--- src/hw/rtl/swd_transfer_master_core_defines.svh ---
// Assertion macros for the SWD transfer master core.
`ifndef SWD_TRANSFER_MASTER_CORE_DEFINES_SVH
`define SWD_TRANSFER_MASTER_CORE_DEFINES_SVH

// Clocked check, muted while reset is held
`define SWD_CHECK(label, prop, msg) \
  label: assert property (@(posedge clk) disable iff (rst) prop) else $error(msg);

// Clocked check that also covers the reset cycles
`define SWD_CHECK_RST(label, prop, msg) \
  label: assert property (@(posedge clk) prop) else $error(msg);

`endif

--- src/hw/rtl/swd_pkg.sv ---
// Shared types and codes for the SWD transfer master core.
`default_nettype none

package swd_pkg;

  localparam int DATA_BITS = 32;
  localparam int BIT_IDX_W = $clog2(DATA_BITS);
  localparam int CNT_W     = 6;
  localparam int PHASE_W   = 3;

  // Transfer phases
  localparam logic [PHASE_W-1:0] PH_IDLE  = 3'd0;
  localparam logic [PHASE_W-1:0] PH_REQ   = 3'd1;
  localparam logic [PHASE_W-1:0] PH_TRN1  = 3'd2;
  localparam logic [PHASE_W-1:0] PH_ACK   = 3'd3;
  localparam logic [PHASE_W-1:0] PH_RDATA = 3'd4;
  localparam logic [PHASE_W-1:0] PH_DUMMY = 3'd5;
  localparam logic [PHASE_W-1:0] PH_TRN2  = 3'd6;
  localparam logic [PHASE_W-1:0] PH_WDATA = 3'd7;

  // Request codes
  localparam logic [1:0] REQ_TICK  = 2'd0;
  localparam logic [1:0] REQ_READ  = 2'd1;
  localparam logic [1:0] REQ_WRITE = 2'd2;

  // Acknowledge patterns, first received bit in bit 0
  localparam logic [2:0] ACK_OK    = 3'b001;
  localparam logic [2:0] ACK_WAIT  = 3'b010;
  localparam logic [2:0] ACK_FAULT = 3'b100;

  // Transfer status codes
  localparam logic [2:0] ST_OK      = 3'd0;
  localparam logic [2:0] ST_WAIT    = 3'd1;
  localparam logic [2:0] ST_FAULT   = 3'd2;
  localparam logic [2:0] ST_ACK_ERR = 3'd3;
  localparam logic [2:0] ST_PAR_ERR = 3'd4;

  // Configuration register indexes
  localparam logic [1:0] REG_TURNAROUND = 2'd0;
  localparam logic [1:0] REG_DATA_PHASE = 2'd1;

  // Request latch bit positions
  localparam int RL_APNDP = 0;
  localparam int RL_RNW   = 1;

  typedef struct packed {
    logic [PHASE_W-1:0]   phase;
    logic [CNT_W-1:0]     bit_cnt;
    logic [DATA_BITS-1:0] data_shift;
    logic                 parity_acc;
    logic [2:0]           ack_reg;
    logic [3:0]           request_latch;
  } swd_state_t;

  typedef struct packed {
    logic [1:0] turnaround_extra;
    logic       data_phase_on_wait;
  } swd_cfg_t;

  typedef struct packed {
    logic [1:0]           req_type;
    logic                 ap_not_dp;
    logic [1:0]           addr_bits;
    logic [DATA_BITS-1:0] wr_word;
    logic                 swdio_in;
  } swd_item_t;

  typedef struct packed {
    logic                 swdio_out;
    logic                 swdio_drive;
    logic                 clock_pulse;
    logic                 busy_res;
    logic                 done_res;
    logic [2:0]           ack_bits;
    logic [2:0]           status;
    logic [DATA_BITS-1:0] rd_word;
  } swd_result_t;

endpackage

`default_nettype wire

--- src/hw/rtl/swd_step.sv ---
// Next-state and per-period wire logic for one SWD clock period.
`default_nettype none

module swd_step (
  input  swd_pkg::swd_state_t  st,
  input  swd_pkg::swd_cfg_t    cfg,
  input  swd_pkg::swd_item_t   item,
  output swd_pkg::swd_state_t  st_next,
  output swd_pkg::swd_result_t res
);

  // Request header bit i: start, APnDP, RnW, A2, A3, parity, stop, park
  function automatic logic header_bit(input logic [3:0] rl, input logic [2:0] i);
    logic b;
    case (i)
      3'd0:    b = 1'b1;
      3'd1:    b = rl[0];
      3'd2:    b = rl[1];
      3'd3:    b = rl[2];
      3'd4:    b = rl[3];
      3'd5:    b = ^rl;
      3'd6:    b = 1'b0;
      default: b = 1'b1;
    endcase
    return b;
  endfunction

  swd_pkg::swd_state_t       cur;
  logic                      start;
  logic                      is_read;
  logic                      done;
  logic [swd_pkg::CNT_W-1:0] bc_inc;
  logic [swd_pkg::CNT_W-1:0] ta_lim;
  logic [swd_pkg::CNT_W-1:0] data_lim;
  logic [2:0]                ack_new;
  logic                      sout;
  logic                      wait_or_fault;

  always_comb begin
    // Start of a transfer is folded into this same period
    start = (st.phase == swd_pkg::PH_IDLE) &&
            (item.req_type == swd_pkg::REQ_READ || item.req_type == swd_pkg::REQ_WRITE);
    cur = st;
    if (start) begin
      cur.phase         = swd_pkg::PH_REQ;
      cur.request_latch = {item.addr_bits, (item.req_type == swd_pkg::REQ_READ),
                           item.ap_not_dp};
      cur.data_shift    = (item.req_type == swd_pkg::REQ_WRITE) ? item.wr_word : '0;
      cur.parity_acc    = 1'b0;
      cur.ack_reg       = 3'b000;
      cur.bit_cnt       = '0;
    end

    st_next  = cur;
    is_read  = cur.request_latch[swd_pkg::RL_RNW];
    bc_inc   = cur.bit_cnt + swd_pkg::CNT_W'(1);
    ta_lim   = swd_pkg::CNT_W'(cfg.turnaround_extra);
    data_lim = swd_pkg::CNT_W'(swd_pkg::DATA_BITS);
    ack_new  = cur.ack_reg | (3'({2'b00, item.swdio_in}) << cur.bit_cnt[1:0]);
    done     = 1'b0;
    sout     = 1'b1;
    wait_or_fault = 1'b0;

    res.swdio_out   = 1'b1;
    res.swdio_drive = 1'b1;
    res.clock_pulse = 1'b1;

    unique case (cur.phase)
      swd_pkg::PH_REQ: begin
        sout = header_bit(cur.request_latch, cur.bit_cnt[2:0]);
        st_next.bit_cnt = bc_inc;
        if (bc_inc >= swd_pkg::CNT_W'(8)) begin
          st_next.phase   = swd_pkg::PH_TRN1;
          st_next.bit_cnt = '0;
        end
      end
      swd_pkg::PH_TRN1: begin
        sout = 1'b0;
        res.swdio_drive = 1'b0;
        st_next.bit_cnt = bc_inc;
        if (bc_inc > ta_lim) begin
          st_next.phase   = swd_pkg::PH_ACK;
          st_next.bit_cnt = '0;
        end
      end
      swd_pkg::PH_ACK: begin
        sout = 1'b0;
        res.swdio_drive = 1'b0;
        st_next.ack_reg = ack_new;
        st_next.bit_cnt = bc_inc;
        wait_or_fault = (ack_new == swd_pkg::ACK_WAIT) || (ack_new == swd_pkg::ACK_FAULT);
        if (bc_inc >= swd_pkg::CNT_W'(3)) begin
          st_next.bit_cnt = '0;
          if (!is_read) begin
            st_next.phase = swd_pkg::PH_TRN2;
          end else if (ack_new == swd_pkg::ACK_OK) begin
            st_next.phase = swd_pkg::PH_RDATA;
          end else if (wait_or_fault) begin
            st_next.phase = cfg.data_phase_on_wait ? swd_pkg::PH_DUMMY : swd_pkg::PH_TRN2;
          end else begin
            done = 1'b1;
          end
        end
      end
      swd_pkg::PH_RDATA: begin
        sout = 1'b0;
        res.swdio_drive = 1'b0;
        if (cur.bit_cnt < data_lim) begin
          st_next.data_shift[cur.bit_cnt[swd_pkg::BIT_IDX_W-1:0]] =
            cur.data_shift[cur.bit_cnt[swd_pkg::BIT_IDX_W-1:0]] | item.swdio_in;
        end
        st_next.parity_acc = cur.parity_acc ^ item.swdio_in;
        st_next.bit_cnt    = bc_inc;
        if (bc_inc > data_lim) begin
          st_next.phase   = swd_pkg::PH_TRN2;
          st_next.bit_cnt = '0;
        end
      end
      swd_pkg::PH_DUMMY: begin
        sout = 1'b0;
        res.swdio_drive = 1'b0;
        st_next.bit_cnt = bc_inc;
        if (bc_inc > data_lim) begin
          st_next.phase   = swd_pkg::PH_TRN2;
          st_next.bit_cnt = '0;
        end
      end
      swd_pkg::PH_TRN2: begin
        sout = 1'b0;
        res.swdio_drive = 1'b0;
        st_next.bit_cnt = bc_inc;
        wait_or_fault = (cur.ack_reg == swd_pkg::ACK_WAIT) ||
                        (cur.ack_reg == swd_pkg::ACK_FAULT);
        if (bc_inc > ta_lim) begin
          st_next.bit_cnt = '0;
          if (is_read) begin
            done = 1'b1;
          end else if (cur.ack_reg == swd_pkg::ACK_OK) begin
            st_next.phase      = swd_pkg::PH_WDATA;
            st_next.parity_acc = 1'b0;
          end else if (wait_or_fault) begin
            // WAIT or FAULT on a write: send zeros with zero parity
            st_next.phase      = swd_pkg::PH_WDATA;
            st_next.parity_acc = 1'b0;
            st_next.data_shift = '0;
          end else begin
            done = 1'b1;
          end
        end
      end
      swd_pkg::PH_WDATA: begin
        if (cur.bit_cnt < data_lim) begin
          sout = cur.data_shift[cur.bit_cnt[swd_pkg::BIT_IDX_W-1:0]];
          st_next.parity_acc = cur.parity_acc ^ sout;
        end else begin
          sout = cur.parity_acc;
        end
        st_next.bit_cnt = bc_inc;
        if (bc_inc > data_lim) begin
          done = 1'b1;
        end
      end
      default: begin
        // idle: no clock, line held high
        res.clock_pulse = 1'b0;
      end
    endcase

    res.swdio_out = sout;
    res.done_res  = done;
    res.ack_bits  = 3'b000;
    res.status    = swd_pkg::ST_OK;
    res.rd_word   = '0;

    // End of transfer: report and return to idle
    if (done) begin
      unique case (st_next.ack_reg)
        swd_pkg::ACK_OK:    res.status = swd_pkg::ST_OK;
        swd_pkg::ACK_WAIT:  res.status = swd_pkg::ST_WAIT;
        swd_pkg::ACK_FAULT: res.status = swd_pkg::ST_FAULT;
        default:            res.status = swd_pkg::ST_ACK_ERR;
      endcase
      if (is_read && st_next.ack_reg == swd_pkg::ACK_OK) begin
        res.rd_word = st_next.data_shift;
        if (st_next.parity_acc) begin
          res.status = swd_pkg::ST_PAR_ERR;
        end
      end
      res.ack_bits    = st_next.ack_reg;
      st_next.phase   = swd_pkg::PH_IDLE;
      st_next.bit_cnt = '0;
    end

    res.busy_res = (st_next.phase != swd_pkg::PH_IDLE);
  end

endmodule

`default_nettype wire

--- src/hw/rtl/swd_transfer_master_core.sv ---
// Top level of the SWD transfer master core: beat registers, config and state.
//
//   channel | direction | handshake         | beat
//   --------+-----------+-------------------+--------------------------------------
//   in      | sink      | in_valid/in_stall | one SWD period: request, data, SWDIO
//   out     | source    | out_valid/out_stall | SWDIO level, drive, clock, status
//   cfg     | sink      | cfg_valid/cfg_ready | register index and write data
//
// An accepted in beat sits in the in register until the out register can take it.
// One beat per cycle while out is not stalled; the transfer state updates once per beat.
// A stalled out register holds the in register, which then raises in_stall.
// Synchronous reset returns to idle with no beats held; cfg_ready is always high.
`default_nettype none
`include "swd_transfer_master_core_defines.svh"

module swd_transfer_master_core (
  input  logic                          clk,
  input  logic                          rst,
  // input beat channel
  input  logic                          in_valid,
  output logic                          in_stall,
  input  logic [1:0]                    req_type,
  input  logic                          ap_not_dp,
  input  logic [1:0]                    addr_bits,
  input  logic [swd_pkg::DATA_BITS-1:0] wr_word,
  input  logic                          swdio_in,
  // result beat channel
  output logic                          out_valid,
  input  logic                          out_stall,
  output logic                          swdio_out,
  output logic                          swdio_drive,
  output logic                          clock_pulse,
  output logic                          busy_res,
  output logic                          done_res,
  output logic [2:0]                    ack_bits,
  output logic [2:0]                    status,
  output logic [swd_pkg::DATA_BITS-1:0] rd_word,
  // configuration write channel
  input  logic                          cfg_valid,
  output logic                          cfg_ready,
  input  logic [1:0]                    cfg_index,
  input  logic [1:0]                    cfg_data
);

  logic                 s1_valid;
  swd_pkg::swd_item_t   s1_item;
  swd_pkg::swd_state_t  state;
  swd_pkg::swd_state_t  state_next;
  swd_pkg::swd_cfg_t    cfg;
  swd_pkg::swd_result_t res_next;
  swd_pkg::swd_result_t res;
  logic                 out_free;
  logic                 s1_fire;
  logic                 in_fire;

  // Handshake flow
  assign out_free  = !out_valid || !out_stall;
  assign s1_fire   = s1_valid && out_free;
  assign in_stall  = s1_valid && !out_free;
  assign in_fire   = in_valid && !in_stall;
  assign cfg_ready = 1'b1;

  // Input beat register
  always_ff @(posedge clk) begin
    if (rst) begin
      s1_valid <= 1'b0;
    end else if (!in_stall) begin
      s1_valid <= in_valid;
    end
  end

  always_ff @(posedge clk) begin
    if (in_fire) begin
      s1_item <= '{req_type: req_type, ap_not_dp: ap_not_dp, addr_bits: addr_bits,
                   wr_word: wr_word, swdio_in: swdio_in};
    end
  end

  // Configuration registers
  always_ff @(posedge clk) begin
    if (rst) begin
      cfg <= '0;
    end else if (cfg_valid && cfg_ready) begin
      unique case (cfg_index)
        swd_pkg::REG_TURNAROUND: cfg.turnaround_extra   <= cfg_data;
        swd_pkg::REG_DATA_PHASE: cfg.data_phase_on_wait <= cfg_data[0];
        default: ;
      endcase
    end
  end

  // Per-period transfer logic
  swd_step u_step (
    .st      (state),
    .cfg     (cfg),
    .item    (s1_item),
    .st_next (state_next),
    .res     (res_next)
  );

  // Transfer state
  always_ff @(posedge clk) begin
    if (rst) begin
      state <= '0;
    end else if (s1_fire) begin
      state <= state_next;
    end
  end

  // Result beat register
  always_ff @(posedge clk) begin
    if (rst) begin
      out_valid <= 1'b0;
    end else if (out_free) begin
      out_valid <= s1_valid;
    end
  end

  always_ff @(posedge clk) begin
    if (s1_fire) begin
      res <= res_next;
    end
  end

  assign swdio_out   = res.swdio_out;
  assign swdio_drive = res.swdio_drive;
  assign clock_pulse = res.clock_pulse;
  assign busy_res    = res.busy_res;
  assign done_res    = res.done_res;
  assign ack_bits    = res.ack_bits;
  assign status      = res.status;
  assign rd_word     = res.rd_word;

  // Checks
  `SWD_CHECK(a_done_not_busy, out_valid && done_res |-> !busy_res, "done with busy set")
  `SWD_CHECK(a_status_only_done,
             out_valid && !done_res |-> status == swd_pkg::ST_OK && ack_bits == 3'b000,
             "status outside done")
  `SWD_CHECK(a_idle_count_zero,
             state.phase == swd_pkg::PH_IDLE |-> state.bit_cnt == '0,
             "count left over at idle")
  `SWD_CHECK(a_stall_needs_beat, in_stall |-> s1_valid, "stall with empty input register")
  `SWD_CHECK_RST(a_reset_empty, rst |=> !out_valid && !s1_valid, "beat survives reset")

endmodule

`default_nettype wire

--- config.mk ---
export PLATFORM = sky130hd
export DESIGN_NAME = swd_transfer_master_core
export DESIGN_NICKNAME = d
export VERILOG_FILES = /design/src/hw/rtl/swd_pkg.sv /design/src/hw/rtl/swd_step.sv /design/src/hw/rtl/swd_transfer_master_core.sv
export VERILOG_INCLUDE_DIRS = /design/src /design/src/hw/rtl
export SDC_FILE = /design/constraint.sdc
export NUM_CORES = 1
export LEC_CHECK = 0
export BUFFER_PORTS_ARGS = -buffer_cell sky130_fd_sc_hd__buf_2
export CAP_MARGIN = 20
export CORE_AREA = 2 2 122 124
export CTS_BUF_LIST = sky130_fd_sc_hd__clkbuf_4 sky130_fd_sc_hd__clkbuf_8
export DETAILED_ROUTE_END_ITERATION = 8
export DIE_AREA = 0 0 124 126
export GPL_TIMING_DRIVEN = 1
export HOLD_SLACK_MARGIN = 0.03
export PLACE_DENSITY_LB_ADDON = 0.05
export SKIP_LAST_GASP = 1
export SLEW_MARGIN = 30
export SYNTH_ARGS = -nofsm -noshare
export SYNTH_HDL_FRONTEND = slang
export SYNTH_SLANG_ARGS = --single-unit
--- constraint.sdc ---
create_clock -name clk -period 3.7 [get_ports clk]
set_input_delay 0.74 -clock clk [delete_from_list [all_inputs] [get_ports clk]]
set_output_delay 0.74 -clock clk [all_outputs]
set_load 0.1 [all_outputs]
======== Yosys cells after proc, flatten, opt, wreduce, memory -nomap -nowiden ========
Cells that the tools add are included.
word-level totals
  register bits after elaboration ......... 135
  latch bits .............................. 0
  RAM bits ................................ 0
  ROM bits ................................ 0
  input bits .............................. 47
  logic and storage cells ................. 134
  memories kept ........................... 0
cells by class
  add/sub/neg operators ................... 1
  multiply operators ...................... 0
  divide/modulo/power cells ............... 0
  magnitude comparators ................... 7
  equality and inequality tests ........... 25
  shifts and indexed selects .............. 1
  multiplexer cells ....................... 49
  bitwise gates (word level) .............. 4
  reductions and logical operators ........ 24
operators by type and width
  kind                   count
  $mux W32               3
  $mux W33               2
  $pmux W32 S2           1
  $mux W49               1
  $mux W9                5
  $mux W42               1
  $pmux W6 S6            1
  $mux W35               1
  $bwmux W32             1
  $eq A3 B3 Y1 const B   10
  $mux W3                8
  $eq A3 B2 Y1 const B   7
  $mux W1                16
  $eq A3 B1 Y1 const B   5
  $pmux W3 S5            1
  $pmux W1 S3            3
  $reduce_or A7 Y1       1
  $add A6 B1 Y6 const B  1
  $ge A6 B2 Y1 const B   1
  $ge A6 B4 Y1 const B   1
  $gt A6 B2 Y1           1
  $gt A6 B6 Y1 const B   1
  $logic_and A1 B1 Y1    6
  $lt A5 B6 Y1 const B   1
  other kinds (22)       32

======== Longest topological paths before layout ========
Gate-level depths: netlist (run 1).
  depth after elaboration ................. 15
  mapped depth ............................ 15
  mapped depth without buffers ............ 14

======== By module ========
Synthesis (run 1) repeated with hierarchy kept, for this count alone.
unflattened totals
  cell total of the unflattened synthesis .. 766
  area, all modules ....................... 8187.9 um^2
by module, submodules not included
  module                    times used  cells an instance  area each (um^2)  seq. area each (um^2)
  swd_transfer_master_core  1           319                4908.5            3513.4
  swd_step                  1           447                3279.4            0.0

======== Worst setup path after synthesis (run 1) ========
Ideal clock, no wire load.
  path kind ............................... register to register
  start point ............................. reg out_valid
  end point ............................... reg s1_item[0] (netlist name), enable pin
  setup time .............................. 0.437 ns
  data arrival time ....................... 3.217 ns
  data required time ...................... 3.263 ns
  slack ................................... 0.045 ns
  cell stages (with the launch flop) ...... 3
  period minus slack after synthesis ...... 3.655 ns
  path through ............................ dfxtp_1 -> and3_1 -> nor2b_1
between the ends
  cells in the longest elaborated chain, start to end .. 6
ends and longest elaborated chain
  element                 line                             text
  from (decl)             swd_transfer_master_core.sv:28   output logic out_valid,
  from (signal assigned)  swd_transfer_master_core.sv:115  out_valid <= s1_valid;
  $logic_not A1 Y1        swd_transfer_master_core.sv:57   assign out_free = !out_valid || !out_stall;
  $logic_or A1 B1 Y1      swd_transfer_master_core.sv:57
  $logic_not A1 Y1        swd_transfer_master_core.sv:59   assign in_stall = s1_valid && !out_free;
  $logic_and A1 B1 Y1     swd_transfer_master_core.sv:59
  via in_stall            swd_transfer_master_core.sv:21   output logic in_stall,
  $logic_not A1 Y1        --
  $logic_and A1 B1 Y1     swd_transfer_master_core.sv:60   assign in_fire = in_valid && !in_stall;
  via in_fire             swd_transfer_master_core.sv:54   logic in_fire;
  to (signal assigned)    swd_transfer_master_core.sv:74   s1_item <= '{req_type: req_type, ap_not_dp: ap_not_dp, addr_bits: addr_bits,
  to (decl)               swd_transfer_master_core.sv:46   swd_pkg::swd_item_t s1_item;
The timed path passes the listed nets, and every way through them passes these cells.
A chain may end at the register's enable or synchronous reset.

======== Worst setup path after layout (run 1) ========
  start point ............................. reg s1_item[37] (netlist name)
  end point ............................... reg state[36] (netlist name)
between the ends
  cells in the longest elaborated chain, start to end .. 11
  elaborated cells between the ends (all ways) .. 30
ends and longest elaborated chain
  element                                                                line                                            text
  $eq A2 B1 Y1 / $eq A2 B2 Y1 (equally long branches)                    swd_step.sv:42, swd_step.sv:46, swd_step.sv:48
  $logic_or A1 B1 Y1                                                     swd_step.sv:42                                  (item.req_type == swd_pkg::REQ_READ || item.req_type == swd_pkg::REQ_WRITE);
  $logic_and A1 B1 Y1                                                    swd_step.sv:41                                  start = (st.phase == swd_pkg::PH_IDLE) &&
  $mux W49 (*)                                                           swd_step.sv:44                                  if (start) begin
  parallel branches: the longest is 6 deep, another holds $add A6 B1 Y6  --
  $pmux W32 S2 (*)                                                       swd_step.sv:68                                  unique case (cur.phase)
  to (signal assigned)                                                   swd_transfer_master_core.sv:106                 state <= state_next;
  to (decl)                                                              swd_transfer_master_core.sv:47                  swd_pkg::swd_state_t state;
Mark *: on every way between the ends. The select of a mux whose other input is x is not followed.

==> results.yml, run 1 <==
run_status:
  status: "finished, final reports clean"
detailed_routing:
  via_per_inst: 6.443
  avgRoutedWirePerCell_um: 22.01
  route.vias.total: 7416
  detail_route.iter0.violations: 1000
  firstDrtPassIters: 9
  number_of_remaining_drc_errors: 0
  drt.antenna.violating_nets: 0
  routed_wire_length_mm: 25.34
yosys:
  netlist.area_leader.share: 0.3125
  postSynthNetCount: 922
  async_reset_ff_frac: 0
  synth.cell_area_um2: 7782
  ys_top_cells_by_count: "sky130_fd_sc_hd__nand2_1, sky130_fd_sc_hd__nor2_1, sky130_fd_sc_hd__edfxtp_1"
  synth-seq-cells: 135
  yosys_warnings: 0
  synthMostInstantiatedCell: "sky130_fd_sc_hd__nand2_1"
  synth_top_cells_by_area: "sky130_fd_sc_hd__edfxtp_1, sky130_fd_sc_hd__dfxtp_1, sky130_fd_sc_hd__nand2_1"
  synth_flop_cell: "sky130_fd_sc_hd__edfxtp_1"
  synth_top_cell_by_area: "sky130_fd_sc_hd__edfxtp_1"
  netlist_instances: 867
  synth.lib_cells_used.distinct: 80
  synth_area_per_cell_um2: 8.976
  synth-seq-area-share: 0.4514
  synth-edff-count: 81
cts:
  cts.sink_count: 135
  tritoncts: "built"
  holdBufCountCts: 0
  clkTransAtPathRegs_ns: 0.08
  postCtsSetupBuffers: 0
  clock_latency_ns: 0.46
  htree_num_levels: 4
  clock_tree.root_cell: "sky130_fd_sc_hd__clkbuf_8"
  clock_path_buffers: 2
  cts_made_buffers: 17
  postCtsResizedCells: 0
final_layout:
  design_area_um2: 8950
  seq_area_um2: 3513
  num-fill-cells: 1215
  antenna-diode-count: 0
  finish.net_count: 1010
  synthToLayoutAreaGrowth_pct: 15.00
  share_of_final_layout_standard_cells_stronger_than_drive_strength_1: 0.2410
  final_core_area_utilization: 0.6253
  multiInputGateArea_um2: 3934
sta:
  setup_ws_ns: 0.1065
  slew_headroom: 0.5110
  fin_crit_ns: 3.594
  final-max-slew-violation-count: 0
  setup_violations: 0
  final.period_utilization: 0.9712
  final.setup_skew_ns: 0.009988
  timing.hold.ws_ns: 0.4501
  rsz_0062_raised_after_global_routing: "true"
  timing.fmax_mhz: 278.3
  worst_slew_pin_slew_ns: 0.7317
  hold_violations: 0
global_routing:
  grt_use_total: 0.3352
  number_of_antenna_violations_at_the_first_check_in_global_routing: 1
  grt_start_max_net_pins: 54
  grt_remaining_overflow: 0
  grt_pass1_wl_mm: 39.14
  first_global_vias: 6899
power:
  power_per_standard_cell_area_nw_per_um2: 380.7
  leakage_nw: 3.289
  total_power_mw: 3.407
  vdd.ir_drop.worst_v: 0.0002859
placement:
  dpl_worst_slack_ns: 0.05903
  placed_area_um2: 8543
  dp_hpwl_mm: 18.19
  gp_congestion: 1.034
  placement.io_buffers: 91
worst_hold_path:
  hold_path_end: "s1_item[21]"
  hold_path_class: "in -> reg"
  holdCritStartpoint: "wr_word[20]"
  min_delay_path_depth: 1
floorplan:
  initial_utilization: 0.5437
  fp.dieH_um: 126
  placement_rows: 44
  die_w_um: 124
  io-pin-count: 93
  coreArea_um2: 14310
  dieArea_um2: 15620
critical_path:
  regToRegEndpoint: "state[36]"
  timing.critical_path.slowest_stage_cell: "sky130_fd_sc_hd__or4_1"
  timing.critical_path.slowest_cell_delay_ns: 0.43
  r2r_cells: 13
  r2r_start: "s1_item[37]"
  reg2reg_setup_slack_ns: 0.11
  arrival_time_at_the_worst_endpoint_ns: 3.97
  critical_path_peak_fanout: 12
  cp_data_required_time_ns: 4.07
  critical_path.most_common_cell: "sky130_fd_sc_hd__ha_1"
  timing.critical_path.from_type: "flop"
  worstSetupEndpointType: "flop"
  path_class: "reg -> reg"
  cp_cell_sequence: "ha_1 -> or4_1 -> and2_4 -> ha_1 -> ha_1 -> inv_1 -> nand2_1 -> o311ai_4 -> a41o_1 -> buf_4 -> or2_4 -> a22o_1 -> a311oi_2"
run:
  maxCapViolCount: 0
final cells by class:
type,instances,area share
sequential,135,0.3926
multi-input combinational,647,0.4395
tap,184,0.02572
clock buffer,18,0.02698
clock inverter,13,0.01216
timing repair buffer,138,0.09618
inverter,16,0.006850
worst max-delay path: cells and delay by family, from the launching register on:
family | cells | cell delay [ns]
simple gates | 4 | 1.05
compound gates | 4 | 0.90
fa+ha+maj | 3 | 0.89
flops | 1 | 0.42
buf+inv | 2 | 0.26
logic make-up (layout without fill, tap and decap cells):
kind of cell / Yosys count / count (layout) / synth area share
DFF: 135 / 135 / 0.4514
adders and majority gates: 8 / 8 / 0.01286
and+or+nand+nor: 375 / 375 / 0.2240
muxes: 12 / 12 / 0.02669
buffers and inverters: 85 / 185 / 0.04743
other: 1 / 1 / 0.0004819
AOI/OAI and AO/OA: 240 / 240 / 0.2248
xor gates and xnor gates: 11 / 11 / 0.01238
how the worst max path moves through the flow:
stage	from	to	slack, ns	cells past startpoint
final	s1_item[37]	state[36]	0.11	13
after global routing	s1_item[37]	state[24]	-0.02	12
after CTS	s1_item[37]	rd_word[24]	0.03	12
after detailed placement	s1_item[37]	rd_word[24]	0.06	12
after global placement	s1_item[36]	rd_word[28]	0.13	13
after floorplan	out_valid	s1_item[0]	0.05	2
cells in the final DEF, fill, tap and decap left out, types with 4 or more instances in the layout:
| cell | count |
|---|---|
| sky130_fd_sc_hd__a22o_1 | 5 |
| sky130_fd_sc_hd__o22ai_1 | 4 |
| sky130_fd_sc_hd__nor3b_1 | 4 |
| sky130_fd_sc_hd__or3_1 | 4 |
| sky130_fd_sc_hd__nor2_2 | 6 |
| sky130_fd_sc_hd__a2111oi_0 | 7 |
| sky130_fd_sc_hd__or4_1 | 4 |
| sky130_fd_sc_hd__nand4_1 | 9 |
| sky130_fd_sc_hd__inv_1 | 14 |
| sky130_fd_sc_hd__buf_4 | 42 |
| sky130_fd_sc_hd__a21oi_2 | 26 |
| sky130_fd_sc_hd__nor2_1 | 103 |
| sky130_fd_sc_hd__ha_1 | 8 |
| sky130_fd_sc_hd__dfxtp_1 | 54 |
| sky130_fd_sc_hd__a311oi_2 | 4 |
| sky130_fd_sc_hd__edfxtp_1 | 81 |
| sky130_fd_sc_hd__a211oi_1 | 9 |
| sky130_fd_sc_hd__nor3_1 | 19 |
| sky130_fd_sc_hd__o21ai_1 | 22 |
| sky130_fd_sc_hd__nor2b_1 | 9 |
| sky130_fd_sc_hd__and3_1 | 9 |
| sky130_fd_sc_hd__clkinv_2 | 4 |
| sky130_fd_sc_hd__nand3_1 | 51 |
| sky130_fd_sc_hd__nand2b_1 | 7 |
| sky130_fd_sc_hd__mux2i_1 | 5 |
| sky130_fd_sc_hd__buf_2 | 91 |
| sky130_fd_sc_hd__a21oi_1 | 48 |
| sky130_fd_sc_hd__clkbuf_8 | 17 |
| sky130_fd_sc_hd__clkinvlp_4 | 4 |
| sky130_fd_sc_hd__and2_1 | 9 |
| sky130_fd_sc_hd__nand2_1 | 122 |
| sky130_fd_sc_hd__mux4_2 | 7 |
| sky130_fd_sc_hd__a22oi_1 | 12 |
| sky130_fd_sc_hd__a311oi_1 | 13 |
| sky130_fd_sc_hd__a21o_1 | 6 |
| sky130_fd_sc_hd__o21ai_0 | 30 |
| sky130_fd_sc_hd__a31oi_1 | 10 |
| sky130_fd_sc_hd__xnor2_1 | 9 |
through the flow:
step,instances,TNS (ns)
floorplan,867,0
global placement,1119,0
detailed placement,1119,0
CTS,1150,0
global route,1151,-0.03855
finish,1151,0
power breakdown:
group / leakage [nW] / internal [mW] / switching (mW)
Clock: 0.169 / 0.527 / 0.595
Combinational: 1.89 / 0.160 / 0.419
Sequential: 1.23 / 1.66 / 0.0441
routing by layer:
metal | GRT usage | share of wire | vias to the layer above | wire (um)
met5 | 0 | 0.00063 | - | 16
met4 | 0.1295 | 0.031 | 2 | 777
met3 | 0.09466 | 0.11 | 67 | 2828
met2 | 0.4693 | 0.43 | 473 | 10910
met1 | 0.4901 | 0.43 | 3524 | 10810
li1 | - | - | 3350 | -
sequential cells by signal, indices dropped and copies added, names as in the netlist, 3 cells and up:
name and count:
ack_bits 3, cfg 3, rd_word 32, s1_item 38
state 49, status 3
No activity file was read; power rests on OpenSTA's default activity.
==> run 2: changes to the inputs <==
- RECOVER_POWER: default -> 50
==> run 2 against run 1 <==
Against the previous run:
- sequential share of layout area rose by 0.19 points
- worst hold slack worse by 0.0048 ns
- clock power about the same
- sequential cell count unchanged
- global-route usage unchanged
- register-to-register slack hardly changed
- die area unchanged
- first-iteration DRC count up 5.5%
- combinational power shrank 0.9%
- non-clock buffer count unchanged
- worst setup slack better by 0.011 ns
- critical path depth unchanged
- critical endpoint is now state[20]
- highest routed layer unchanged
==> results.yml, run 2 (synthesized netlist as in run 1, its figures left out) <==
final_layout:
  most-common-layout-cells: "sky130_fd_sc_hd__nand2_1, sky130_fd_sc_hd__nor2_1, sky130_fd_sc_hd__buf_2"
  antenna-diode-count: 0
  largest_register_ff_count: 49
  largest-register: "state"
  finish.net_count: 1010
  layout_commonest_cell: "sky130_fd_sc_hd__nand2_1"
  design_area_um2: 8906
  synthToLayoutAreaGrowth_pct: 14.44
  share_of_final_layout_standard_cells_stronger_than_drive_strength_1: 0.2327
power:
  internal-power_mw: 2.346
  p_sw_frac: 0.3110
  power_per_standard_cell_area_nw_per_um2: 382.3
  clock_power_share: 0.330
  power.share.sequential: 0.501
  combinationalPowerShare: 0.169
  total_power_mw: 3.405
  netSwitchingPower_mw: 1.059
  leakage_nw: 3.247
  vdd.ir_drop.worst_v: 0.0002856
global_routing:
  grt_remaining_overflow: 0
  first_global_vias: 6899
  grt_use_total: 0.3352
  grt_pass1_wl_mm: 39.14
  number_of_antenna_violations_at_the_first_check_in_global_routing: 1
  grt_start_max_net_pins: 54
sta:
  setup_violations: 0
  fin_tns_setup_ns: 0
  rsz_0062_raised_after_global_routing: "true"
  slew_headroom: 0.07455
  worst_slew_pin_slew_ns: 1.388
  timing.fmax_mhz: 279.1
  final.period_utilization: 0.9683
  final.setup_skew_ns: 0.01000
  setup_ws_ns: 0.1174
  hold_violations: 0
  fin_crit_ns: 3.583
  final-max-slew-violation-count: 0
critical_path:
  regToRegEndpoint: "state[20]"
  r2r_start: "s1_item[37]"
  arrival_time_at_the_worst_endpoint_ns: 3.94
  r2r_cells: 13
  path_class: "reg -> reg"
  crit_path_start: "s1_item[37]"
  critical_path_peak_fanout: 7
  cp_data_required_time_ns: 4.06
  reg2reg_setup_slack_ns: 0.12
  timing.critical_path.from_type: "flop"
  worstSetupEndpoint: "state[20]"
  worstSetupEndpointType: "flop"
placement:
  gp_congestion: 1.034
  placement.io_buffers: 91
  dp_hpwl_mm: 18.19
  dpl_worst_slack_ns: 0.05903
  placed_area_um2: 8543
detailed_routing:
  avgRoutedWirePerCell_um: 22.02
  routed_wire_length_mm: 25.35
  firstDrtPassIters: 5
  number_of_remaining_drc_errors: 0
  detail_route.iter0.violations: 1055
  route.vias.total: 7353
  via_per_inst: 6.388
  drt.antenna.violating_nets: 0
floorplan:
  die_w_um: 124
  initial_utilization: 0.5437
  fp.dieH_um: 126
  io-pin-count: 93
  dieArea_um2: 15620
  placement_rows: 44
  coreArea_um2: 14310
cts:
  tritoncts: "built"
  clkTransAtPathRegs_ns: 0.08
  postCtsSetupBuffers: 0
  holdBufCountCts: 0
  clock_tree.root_cell: "sky130_fd_sc_hd__clkbuf_8"
  clock_latency_ns: 0.46
  cts_made_buffers: 17
  htree_num_levels: 4
  cts.sink_count: 135
  clock_path_buffers: 2
worst_hold_path:
  hold_path_class: "in -> reg"
run_status:
  status: "finished, final reports clean"
run:
  maxCapViolCount: 0
[run 2: timing repair]
action                                 4_1_cts  5_1_grt
setup endpoints to repair                    0       41
resized for setup                            0        7
endpoints found under the hold margin        0        0
[run 2: worst min-delay path by stage]
stage	startpoint	to	slack (ns)	depth (start not counted)
after CTS	wr_word[22]	s1_item[23]	0.44	1
after floorplan	state[0]	state[0]	0.45	2
after detailed placement	state[0]	state[0]	0.48	2
after global routing	wr_word[12]	s1_item[13]	0.44	1
final	wr_word[20]	s1_item[21]	0.45	1
after global placement	state[0]	state[0]	0.46	2
[run 2: power groups by stage]
stage	clock network (mW)	registers [mW]	logic (mW)
after global placement	0	1.74	0.555
final	1.12	1.71	0.574
after global routing	1.19	1.71	0.612
after detailed placement	0	1.74	0.561
after CTS	1.13	1.71	0.563
after floorplan	0	1.84	0.300
[run 2: final cells by class]
class                      instances  area, um2
clock buffer                      18      241.5
clock inverter                    13      108.9
fill                            1225       5408
inverter                          16      61.31
multi-input combinational        647       3926
sequential                       135       3513
tap                              184      230.2
timing repair buffer             138      824.5
[run 2: critical path, cell delays in order, from the launching register on]
cell	delay (ns)
sky130_fd_sc_hd__edfxtp_1	0.42
sky130_fd_sc_hd__ha_1	0.32
sky130_fd_sc_hd__or4_1	0.43
sky130_fd_sc_hd__and2_4	0.21
sky130_fd_sc_hd__ha_1	0.29
sky130_fd_sc_hd__ha_1	0.28
sky130_fd_sc_hd__inv_1	0.07
sky130_fd_sc_hd__nand2_1	0.11
sky130_fd_sc_hd__o311ai_4	0.13
sky130_fd_sc_hd__a41o_1	0.27
sky130_fd_sc_hd__nor2_2	0.30
sky130_fd_sc_hd__buf_4	0.24
sky130_fd_sc_hd__o21ai_1	0.11
sky130_fd_sc_hd__a311oi_1	0.32
[run 2: metal layers]
layer,GRT usage,share of wire
met1,0.4901,0.43
met2,0.4693,0.43
met3,0.09466,0.11
met4,0.1295,0.030
met5,0,0.00063
[run 2: through the flow]
step                        util  hold WS [ns]  std cells
after floorplan                -        0.4481        867
after global placement    0.5969        0.4625       1119
after detailed placement  0.5969        0.4823       1119
after CTS                 0.6213        0.4393       1150
after global routing      0.6222        0.4360       1151
final                     0.6222        0.4453       1151
==> run 3: changes to the inputs <==
- CORE_AREA: 2 2 122 124 -> 2 2 88 174
- DIE_AREA: 0 0 124 126 -> 0 0 90 176
==> run 3 against run 2 <==
Against the previous run:
- the run now ends with capacitance limit, slew limit left
- worst hold slack got worse by 0.0019 ns
- die area is 1.4% higher
- total power rose by 6.2%
- wire length grew 10%
- global-route usage increased by 2.5 points
- cell count grew 0.78%
- clock power up 18%
- cell area grew 0.37%
- worst setup slack gained 0.085 ns
- critical endpoint is now rd_word[4]
- largest power group unchanged
==> results.yml, run 3 (synthesized netlist as in run 1, its figures left out) <==
run_status:
  status: "complete, but fails checks"
  violations: "capacitance limit, slew limit"
sta:
  worst_slew_pin_slew_ns: 1.929
  hold_violations: 0
  fin_tns_setup_ns: 0
  timing.fmax_mhz: 285.9
  final.setup_skew_ns: 0.01425
  final-max-slew-violation-count: 34
  timing.hold.ws_ns: 0.4434
  slew_headroom: -0.2861
  setup_violations: 0
  setup_ws_ns: 0.2025
  fin_crit_ns: 3.498
  rsz_0062_raised_after_global_routing: "false"
  final.period_utilization: 0.9453
placement:
  numPlacedInstances: 1127
  dp_hpwl_mm: 20.41
  placed_area_um2: 8566
  gp_congestion: 1.029
  dpl_worst_slack_ns: 0.1253
  placement.io_buffers: 91
floorplan:
  dieArea_um2: 15840
  fp.dieH_um: 176
  coreArea_um2: 14430
  io-pin-count: 93
  initial_utilization: 0.5394
  die_w_um: 90
  placement_rows: 62
power:
  leakage_nw: 3.196
  netSwitchingPower_mw: 1.119
  total_power_mw: 3.616
  p_sw_frac: 0.3094
  power.share.sequential: 0.472
  internal-power_mw: 2.497
  vdd.ir_drop.worst_v: 0.0002792
  combinationalPowerShare: 0.163
  clock_power_share: 0.365
  power_per_standard_cell_area_nw_per_um2: 404.5
final_layout:
  synthToLayoutAreaGrowth_pct: 14.86
  most-common-layout-cells: "sky130_fd_sc_hd__nand2_1, sky130_fd_sc_hd__nor2_1, sky130_fd_sc_hd__edfxtp_1"
  share_of_final_layout_standard_cells_stronger_than_drive_strength_1: 0.2025
  largest-register: "state"
  antenna-diode-count: 0
  layout_commonest_cell: "sky130_fd_sc_hd__nand2_1"
  finish.net_count: 1010
  finalNonFillerCells: 1160
  final_core_area_utilization: 0.6195
  design_area_um2: 8939
  largest_register_ff_count: 49
detailed_routing:
  detail_route.iter0.violations: 636
  firstDrtPassIters: 6
  avgRoutedWirePerCell_um: 24.14
  number_of_remaining_drc_errors: 0
  via_per_inst: 6.388
  routed_wire_length_mm: 28.01
  route.vias.total: 7410
  drt.antenna.violating_nets: 0
global_routing:
  grt_pass1_wl_mm: 42.48
  number_of_antenna_violations_at_the_first_check_in_global_routing: 0
  grt_start_max_net_pins: 54
  first_global_vias: 7327
  grt_remaining_overflow: 0
  grt_use_total: 0.3600
cts:
  clock_latency_ns: 0.47
  clock_path_buffers: 2
  htree_num_levels: 4
  cts_made_buffers: 17
  holdBufCountCts: 0
  tritoncts: "built"
  clock_tree.root_cell: "sky130_fd_sc_hd__clkbuf_8"
  clkTransAtPathRegs_ns: 0.08
  cts.sink_count: 135
critical_path:
  cp_data_required_time_ns: 4.01
  critical_path_peak_fanout: 33
  arrival_time_at_the_worst_endpoint_ns: 3.81
  path_class: "reg -> reg"
  timing.critical_path.from_type: "flop"
  r2r_cells: 13
  crit_path_start: "s1_item[36]"
  worstSetupEndpointType: "flop"
  r2r_start: "s1_item[36]"
worst_hold_path:
  holdCritStartpoint: "wr_word[12]"
  hold_path_class: "in -> reg"
  min_delay_path_depth: 1
run:
  maxCapViolCount: 1
==> run 3: changes by cell type in the layout (fill, tap and decap cells not counted), sizes merged <==
cell / before / now
inv: 16 / 20
bufinv: 1 / 3
clkinvlp: 5 / 3
clkinv: 7 / 4
clkbuf: 26 / 56
buf: 130 / 100
==> run 3: power by group through the flow <==
stage / Clock, mW / Combinational [mW] / Sequential (mW)
6_report: 1.32 / 0.588 / 1.71
5_1_grt: 1.40 / 0.628 / 1.71
4_1_cts: 1.33 / 0.584 / 1.70
3_5_place_dp: 0 / 0.581 / 1.74
3_3_place_gp: 0 / 0.571 / 1.73
2_1_floorplan: 0 / 0.300 / 1.84
==> run 3: path summary, 6_finish.rpt <==
path	to	slack, ns
setup / recovery	rd_word[4]	0.20
setup reg to reg	rd_word[4]	0.20
hold / removal	s1_item[13]	0.44
hold reg to reg	state[0]	0.48
==> run 3: cell type report <==
| cell class | count | area (um2) |
|---|---|---|
| Fill cell | 1313 | 5490 |
| Multi-Input combinational cell | 647 | 3925 |
| Sequential cell | 135 | 3513 |
| Timing Repair Buffer | 138 | 785.8 |
| Clock buffer | 18 | 241.5 |
| Tap cell | 192 | 240.2 |
| Clock inverter | 14 | 171.4 |
| Inverter | 16 | 61.31 |
==> run 3: what timing repair did <==
item | 4_1_cts | 5_1_grt
setup buffers | 0 | 0
gates resized for setup | 0 | 4
endpoints found under the setup margin | 0 | 14
==> run 3: worst max-delay path, cell delays in order, from the launching register on <==
cell and delay [ns]:
sky130_fd_sc_hd__edfxtp_1 0.40, sky130_fd_sc_hd__inv_1 0.07, sky130_fd_sc_hd__ha_1 0.23, sky130_fd_sc_hd__or4_1 0.43, sky130_fd_sc_hd__and2_4 0.21, sky130_fd_sc_hd__inv_1 0.09, sky130_fd_sc_hd__ha_1 0.29, sky130_fd_sc_hd__nor3_1 0.09
sky130_fd_sc_hd__o2111ai_1 0.22, sky130_fd_sc_hd__o31ai_2 0.14, sky130_fd_sc_hd__o41ai_4 0.65, sky130_fd_sc_hd__o211ai_4 0.13, sky130_fd_sc_hd__buf_12 0.21, sky130_fd_sc_hd__a31oi_1 0.16
==> run 3: metal layers <==
layer	vias to the layer above	part of all wire	track usage
met5	-	0	0
met4	0	0.10	0.3218
met3	121	0.065	0.05506
met2	421	0.52	0.6366
met1	3510	0.32	0.3610
li1	3358	-	-
